==> config.mk <==
export PLATFORM = sky130hd
export DESIGN_NAME = rc_pulse_to_pwm_mapper
export DESIGN_NICKNAME = d
export VERILOG_FILES = /design/src/hw/rtl/rpm_pkg.sv /design/src/hw/rtl/rpm_interval.sv /design/src/hw/rtl/rpm_scaler.sv /design/src/hw/rtl/rc_pulse_to_pwm_mapper.sv
export SDC_FILE = /design/constraint.sdc
export NUM_CORES = 2
export LEC_CHECK = 0
export BUFFER_PORTS_ARGS = -buffer_cell sky130_fd_sc_hd__buf_2
export CAP_MARGIN = 10
export CORE_ASPECT_RATIO = 1.4
export CORE_MARGIN = 10
export CORE_UTILIZATION = 60
export CTS_CLUSTER_SIZE = 28
export DETAILED_ROUTE_END_ITERATION = 12
export PLACE_DENSITY = 0.76
export SLEW_MARGIN = 40
export SYNTH_ARGS = -nofsm -noshare
export SYNTH_HDL_FRONTEND = slang
export SYNTH_SLANG_ARGS = --single-unit
==> constraint.sdc <==
create_clock -name clk -period 10.9 [get_ports clk]
set_clock_uncertainty 0.1 [all_clocks]
set_input_delay 0.545 -clock clk [delete_from_list [all_inputs] [get_ports clk]]
set_output_delay 0.545 -clock clk [all_outputs]
set_load 0.02 [all_outputs]
==> src/hw/rtl/rpm_pkg.sv <==
// Package for the RC pulse to PWM mapper: request and result types, register
// indexes, interval limits and the reciprocal constants of the duty scaler.
// No dependencies.
package rpm_pkg;

    localparam int STAMP_W  = 32;
    localparam int DUTY_W   = 16;
    localparam int NUM_W    = 10;
    localparam int PROD_W   = DUTY_W + NUM_W;
    localparam int DIV_W    = 10;
    localparam int RECIP_SHIFT = PROD_W + DIV_W;
    localparam int RECIP_W  = RECIP_SHIFT - DIV_W + 1;
    localparam int WIDE_W   = PROD_W + RECIP_W;
    localparam int CFG_IDX_W  = 2;
    localparam int CFG_DATA_W = 16;

    typedef enum logic [CFG_IDX_W-1:0] {
        CFG_PWM_PERIOD   = 2'd0,
        CFG_RIGHT_ENABLE = 2'd1,
        CFG_LEFT_ENABLE  = 2'd2,
        CFG_AUTO_MODE    = 2'd3
    } cfg_idx_t;

    localparam logic [DUTY_W-1:0] PERIOD_RESET = 16'd1000;

    // interval limits (exclusive bounds)
    localparam logic [STAMP_W-1:0] RIGHT_BASE  = 32'd1750;
    localparam logic [STAMP_W-1:0] RIGHT_LO    = 32'd1810;
    localparam logic [STAMP_W-1:0] RIGHT_HI    = 32'd2450;
    localparam logic [STAMP_W-1:0] LEFT_BASE   = 32'd1730;
    localparam logic [STAMP_W-1:0] LEFT_LO     = 32'd1000;
    localparam logic [STAMP_W-1:0] LEFT_HI     = 32'd1657;
    localparam logic [STAMP_W-1:0] THR_LO      = 32'd1780;
    localparam logic [STAMP_W-1:0] THR_HI      = 32'd2380;
    localparam logic [STAMP_W-1:0] THR_BASE    = 32'd1787;

    localparam longint unsigned RightDiv = 600;
    localparam longint unsigned LeftDiv  = 730;
    localparam longint unsigned ThrDiv   = 570;

    localparam longint unsigned ScaleOne = 64'd1 << RECIP_SHIFT;

    localparam logic [RECIP_W-1:0] RECIP_RIGHT =
        RECIP_W'((ScaleOne + RightDiv - 1) / RightDiv);
    localparam logic [RECIP_W-1:0] RECIP_LEFT =
        RECIP_W'((ScaleOne + LeftDiv - 1) / LeftDiv);
    localparam logic [RECIP_W-1:0] RECIP_THR =
        RECIP_W'((ScaleOne + ThrDiv - 1) / ThrDiv);

    typedef enum logic [1:0] {
        SEL_RIGHT,
        SEL_LEFT,
        SEL_THROTTLE
    } sel_t;

    typedef struct packed {
        logic               channel;
        logic [STAMP_W-1:0] stamp;
    } in_t;

    typedef struct packed {
        logic              write_a;
        logic [DUTY_W-1:0] duty_a;
        logic              write_b;
        logic [DUTY_W-1:0] duty_b;
        logic              write_c;
        logic [DUTY_W-1:0] duty_c;
    } out_t;

    typedef struct packed {
        sel_t             sel;
        logic             zero;
        logic [NUM_W-1:0] num;
    } job_t;

endpackage

==> src/hw/rtl/rpm_interval.sv <==
// Input register, per-channel stamp store and interval classification.
// Depends on rpm_pkg.
module rpm_interval (
    input  logic          clk,
    input  logic          rst_n,
    input  logic          adv,
    input  logic          in_valid,
    input  rpm_pkg::in_t  in_data,
    input  logic          right_enable,
    input  logic          left_enable,
    input  logic          auto_mode,
    output logic          job_valid,
    output rpm_pkg::job_t job
);
    import rpm_pkg::*;

    logic               s0_valid_reg;
    in_t                s0_data_reg;
    logic [STAMP_W-1:0] last_stamp_reg [2];
    logic [1:0]         stamp_valid_reg;
    logic               job_valid_reg;
    job_t               job_reg;

    logic               ch;
    logic [STAMP_W-1:0] d;
    logic               hit_right;
    logic               hit_left;
    logic               hit_thr;
    logic               live;
    logic               job_valid_next;
    job_t               job_next;

    always_comb
    begin
        ch        = s0_data_reg.channel;
        d         = s0_data_reg.stamp - last_stamp_reg[ch];
        live      = s0_valid_reg && !auto_mode;
        hit_right = !ch && d > RIGHT_LO && d < RIGHT_HI && right_enable;
        hit_left  = !ch && d > LEFT_LO && d < LEFT_HI && left_enable;
        hit_thr   = ch && d > THR_LO && d < THR_HI;

        job_next.zero = 1'b0;
        if (ch)
        begin
            job_next.sel  = SEL_THROTTLE;
            job_next.zero = d <= THR_BASE;
            job_next.num  = job_next.zero ? '0 : NUM_W'(d - THR_BASE);
        end
        else if (hit_right)
        begin
            job_next.sel = SEL_RIGHT;
            job_next.num = NUM_W'(d - RIGHT_BASE);
        end
        else
        begin
            job_next.sel = SEL_LEFT;
            job_next.num = NUM_W'(LEFT_BASE - d);
        end

        job_valid_next = live && stamp_valid_reg[ch] && (hit_right || hit_left || hit_thr);
    end

    always_ff @(posedge clk or negedge rst_n)
    begin
        if (!rst_n)
        begin
            s0_valid_reg      <= 1'b0;
            job_valid_reg     <= 1'b0;
            stamp_valid_reg   <= '0;
            last_stamp_reg[0] <= '0;
            last_stamp_reg[1] <= '0;
        end
        else if (adv)
        begin
            s0_valid_reg  <= in_valid;
            job_valid_reg <= job_valid_next;
            if (live)
            begin
                stamp_valid_reg[ch] <= 1'b1;
                last_stamp_reg[ch]  <= s0_data_reg.stamp;
            end
        end
    end

    always_ff @(posedge clk)
    begin
        if (adv)
        begin
            s0_data_reg <= in_data;
            job_reg     <= job_next;
        end
    end

    assign job_valid = job_valid_reg;
    assign job       = job_reg;

endmodule

==> src/hw/rtl/rpm_scaler.sv <==
// Duty scaler: period times offset, reciprocal multiply for the constant
// divide, then saturation and result assembly. Depends on rpm_pkg.
module rpm_scaler (
    input  logic                       clk,
    input  logic                       rst_n,
    input  logic                       adv,
    input  logic                       job_valid,
    input  rpm_pkg::job_t              job,
    input  logic [rpm_pkg::DUTY_W-1:0] period,
    output logic                       res_valid,
    output rpm_pkg::out_t              res
);
    import rpm_pkg::*;

    logic               p_valid_reg;
    sel_t               p_sel_reg;
    logic               p_zero_reg;
    logic [PROD_W-1:0]  prod_reg;
    logic [RECIP_W-1:0] recip_reg;

    logic               q_valid_reg;
    sel_t               q_sel_reg;
    logic               q_zero_reg;
    logic [DUTY_W:0]    quot_reg;

    logic [PROD_W-1:0]  prod_next;
    logic [RECIP_W-1:0] recip_next;
    logic [WIDE_W-1:0]  wide;
    logic [DUTY_W-1:0]  duty;

    always_comb
    begin
        prod_next = PROD_W'(period) * PROD_W'(job.num);
        case (job.sel)
            SEL_RIGHT:    recip_next = RECIP_RIGHT;
            SEL_LEFT:     recip_next = RECIP_LEFT;
            SEL_THROTTLE: recip_next = RECIP_THR;
            default:      recip_next = '0;
        endcase
    end

    assign wide = WIDE_W'(prod_reg) * WIDE_W'(recip_reg);

    always_ff @(posedge clk or negedge rst_n)
    begin
        if (!rst_n)
        begin
            p_valid_reg <= 1'b0;
            q_valid_reg <= 1'b0;
        end
        else if (adv)
        begin
            p_valid_reg <= job_valid;
            q_valid_reg <= p_valid_reg;
        end
    end

    always_ff @(posedge clk)
    begin
        if (adv)
        begin
            p_sel_reg  <= job.sel;
            p_zero_reg <= job.zero;
            prod_reg   <= prod_next;
            recip_reg  <= recip_next;
            q_sel_reg  <= p_sel_reg;
            q_zero_reg <= p_zero_reg;
            quot_reg   <= wide[RECIP_SHIFT +: DUTY_W+1];
        end
    end

    always_comb
    begin
        if (q_zero_reg)
            duty = '0;
        else if (quot_reg >= {1'b0, period})
            duty = period - 16'd1;
        else
            duty = quot_reg[DUTY_W-1:0];

        res = '0;
        case (q_sel_reg)
            SEL_RIGHT:
            begin
                res.write_a = 1'b1;
                res.duty_a  = duty;
                res.write_b = 1'b1;
            end
            SEL_LEFT:
            begin
                res.write_b = 1'b1;
                res.duty_b  = duty;
                res.write_a = 1'b1;
            end
            SEL_THROTTLE:
            begin
                res.write_c = 1'b1;
                res.duty_c  = duty;
            end
            default:
            begin
                res = '0;
            end
        endcase
    end

    assign res_valid = q_valid_reg;

endmodule

==> src/hw/rtl/rc_pulse_to_pwm_mapper.sv <==
// Top level of the RC pulse to PWM mapper: configuration registers, output
// register and handshake. Depends on rpm_pkg, rpm_interval and rpm_scaler.
//
// Each request is a receiver edge (channel, 32-bit tick stamp). The block
// measures the interval since the previous edge of that channel and, for a
// steering or throttle pulse width in range, returns one result with the new
// compare values; other edges only record their stamp, if auto mode is off,
// and return nothing. One request is taken every cycle while the output side
// keeps up; a result passes through the input register, interval
// classification, period multiply, reciprocal multiply and output register.
// A result held at the output stalls the whole pipeline. Write the
// configuration registers only while no request is in flight.
module rc_pulse_to_pwm_mapper (
    input  logic                           clk,
    input  logic                           rst_n,
    input  logic                           cfg_we,
    input  logic [rpm_pkg::CFG_IDX_W-1:0]  cfg_index,
    input  logic [rpm_pkg::CFG_DATA_W-1:0] cfg_data,
    input  logic                           in_valid,
    output logic                           in_ready,
    input  rpm_pkg::in_t                   in_data,
    output logic                           out_valid,
    input  logic                           out_ready,
    output rpm_pkg::out_t                  out_data
);
    import rpm_pkg::*;

    logic [DUTY_W-1:0] period_reg;
    logic              right_enable_reg;
    logic              left_enable_reg;
    logic              auto_mode_reg;
    logic              out_valid_reg;
    out_t              out_data_reg;

    logic adv;
    logic job_valid;
    job_t job;
    logic res_valid;
    out_t res;

    assign adv      = !out_valid_reg || out_ready;
    assign in_ready = adv;

    always_ff @(posedge clk or negedge rst_n)
    begin
        if (!rst_n)
        begin
            period_reg       <= PERIOD_RESET;
            right_enable_reg <= 1'b1;
            left_enable_reg  <= 1'b1;
            auto_mode_reg    <= 1'b0;
        end
        else if (cfg_we)
        begin
            case (cfg_index)
                CFG_PWM_PERIOD:   period_reg       <= cfg_data;
                CFG_RIGHT_ENABLE: right_enable_reg <= cfg_data[0];
                CFG_LEFT_ENABLE:  left_enable_reg  <= cfg_data[0];
                CFG_AUTO_MODE:    auto_mode_reg    <= cfg_data[0];
                default:          period_reg       <= period_reg;
            endcase
        end
    end

    rpm_interval u_interval (
        .clk          (clk),
        .rst_n        (rst_n),
        .adv          (adv),
        .in_valid     (in_valid),
        .in_data      (in_data),
        .right_enable (right_enable_reg),
        .left_enable  (left_enable_reg),
        .auto_mode    (auto_mode_reg),
        .job_valid    (job_valid),
        .job          (job)
    );

    rpm_scaler u_scaler (
        .clk       (clk),
        .rst_n     (rst_n),
        .adv       (adv),
        .job_valid (job_valid),
        .job       (job),
        .period    (period_reg),
        .res_valid (res_valid),
        .res       (res)
    );

    always_ff @(posedge clk or negedge rst_n)
    begin
        if (!rst_n)
            out_valid_reg <= 1'b0;
        else if (adv)
            out_valid_reg <= res_valid;
    end

    always_ff @(posedge clk)
    begin
        if (adv)
            out_data_reg <= res;
    end

    assign out_valid = out_valid_reg;
    assign out_data  = out_data_reg;

endmodule
==> out/results.txt <==
run status: finished, final reports clean
Crit path buffers/inverters: 3
Initial Utilization: 60.70%
layout cell share with drive strength beyond 1: 7.906%
worst-path maximum fanout: 18
Crit-path slowest cell: edfxtp_1
Cells after DPL: 4117
Final Max Tran Viols: 0
initial antenna violation count: 0
Die Area: 68520 sq um
area grow syn2layout: 5.871%
Detailed Routing Iterations Pass 1: 5
pin count of the biggest net entering global routing: 69
Port Buffers: 108
Placer Congestion: 0.9631
WP data required: 11.08 ns
share of synthesized flip-flops with an asynchronous set or reset: 37.19%
Die Wd: 224.1 microns
DRT iter0 DRCs: 1282
startpoint of the worst hold path: in_data[5]
crit start category: register
Synth Flop Type: edfxtp_1
slowest stage delay, CP: 0.79 ns
Syn Nets: 4374
top cells by area, synth: fa_1 38%, edfxtp_1 13%, ha_1 12%, inv_1 8.7%, dfrtp_1 5.9%
cts repair resizes: 0
Final min period: 9.616 ns
post-DR wirelength/cell: 21.68 microns
CP arrival: 9.79 ns
slew at the pin with the worst max-slew slack: 0.7882 ns
synthesized cell area: 34990 sq um
vias per inst: 5.636
FF/Latch Area: 6827 sq um
commonest non-fill, non-tap cells in the layout: 810 x inv_1, 656 x fa_1, 330 x ha_1
H-tree depth: 1
CP top delay family: adder cells
Synth area leader: fa_1
Global Route Usage Sum: 27.24%
cell area after layout: 37050 sq um
most frequent CP cell: fa_1
RSZ-0062 raised after global routing: no
Post-synth EDFFs: 152
post-route insts no fill: 4157
sequential area share after synthesis: 19.51%
grt total ovfl: 0
synthesized instance count: 3332
I/O Pins: 109
Synth top area share: 37.53%
num rows: 104
Fmax: 104.0 MHz
multi-input logic area: 24840 sq um
hold_ws: 0.08662 ns
Synth Warn #: 0
Post-DP Area: 36330 sq um
most common cell after layout, fill and taps aside: inv_1
Root Driver: clkbuf_16
crit path launch: u_scaler.recip_reg[25]$_SDFFCE_PN0P_
vias in the first global route: 26250
CORE AREA: 57650 sq um
Fill cells: 4712
worst skew pair latency: 0.53 ns
antenna-violating nets left: 0
Final setup violation count: 0
Die Y-Extent: 305.7 microns
max reg flops: 64
reg2reg start: u_scaler.recip_reg[25]$_SDFFCE_PN0P_
# clock sinks: 242
first-pass GRT wire length: 143700 microns
Final Cycle Share: 88.22%
Max-Cap Viols: 0
Rel. slew slack: 47.14%
flops & latches, synth: 242
CTS tree: done
clock tree buffer depth: 3
hpwl dp: 77810 microns
Fin Setup TNS: 0 ns
Mapped Avg Cell Area: 10.50 sq um
routed vias: 23430
Cell variety after synth: 77
critical path class: reg -> reg
clock slew at reported path FFs: 0.07 ns
CP endpoint kind: register
Final Hold Vio Count: 0
antenna cells: 0
CTS Buf Count: 21
Worst Hold Class: in -> reg
Layout Nets: 4442
DRC errors left: 0
Routed WL: 90120 microns
[layout make-up]
cell class | instances | area share, %
clock buffers | 28 | 1.631
repair buffers | 129 | 1.983
clock inverters | 10 | 0.1858
flip-flops and latches | 242 | 18.43
multi-input cells | 2195 | 67.05
well taps | 742 | 2.506
inverters | 811 | 8.217
[kinds of logic after synthesis]
family,count (synthesis),share of synthesized area [%]
AOI/OAI and AO/OA,293,5.496
xor gates and xnor gates,91,2.278
adders and majority gates,986,49.33
buffers and inverters,895,9.669
DFF,242,19.51
muxes,132,4.037
and+or+nand+nor,693,9.683
[synth_stat cells (all sizes together), types with 6 or more instances]
master,instances
inv,810
fa,656
ha,330
nand2,275
edfxtp,152
and2,148
nor2,112
dfrtp,82
mux2,73
a21oi,72
clkbuf,72
o21ai,68
xnor2,68
mux2i,59
a21o,43
nand4,30
nor3,26
nand3,24
xor2,23
o21a,20
a211oi,17
nor2b,15
and3,14
nor4,14
buf,12
nand2b,10
dfstp,8
o211ai,8
or2,8
a31oi,6
o41ai,6
[metrics by stage]
step	worst slack [ns]	utilization [%]
2_1_floorplan	3.003	-
4_1_cts	1.482	64.21
3_5_place_dp	1.490	63.02
5_1_grt	1.089	64.27
3_3_place_gp	1.496	62.92
6_report	1.284	64.27
[worst paths after layout]
kind	to	slack, ns	cells after the start
worst max-delay path	u_scaler.quot_reg[16]$_DFFE_PP_	1.28	27
worst min-delay path	u_interval.s0_data_reg[5]$_DFFE_PP_	0.09	1
worst max register to register	u_scaler.quot_reg[16]$_DFFE_PP_	1.28	27
worst min register to register	u_scaler.p_zero_reg$_DFFE_PP_	0.33	0
max in group asynchronous	period_reg[14]$_DFFE_PN0P_	9.21	3
min in group asynchronous	u_interval.last_stamp_reg[20]$_DFFE_PN0P_	0.47	2
[metal layers]
layer,wire length (microns),part of all wire (%),track usage [%]
met4,6956,7.7,17.65
met2,47800,53,49.78
met3,4238,4.7,2.990
met1,31120,35,29.37
met5,0,0,0
[repair_timing]
action / 4_1_cts / 5_1_grt
setup endpoints to repair: 0 / 0
buffers inserted: 0 / 0
hold buffers: 1 / 0
hold endpoints to repair: 45 / 0
Power is left out: the tool's default activity adds up to more than one toggle a clock period on the data nets, which glitch-free logic cannot reach.
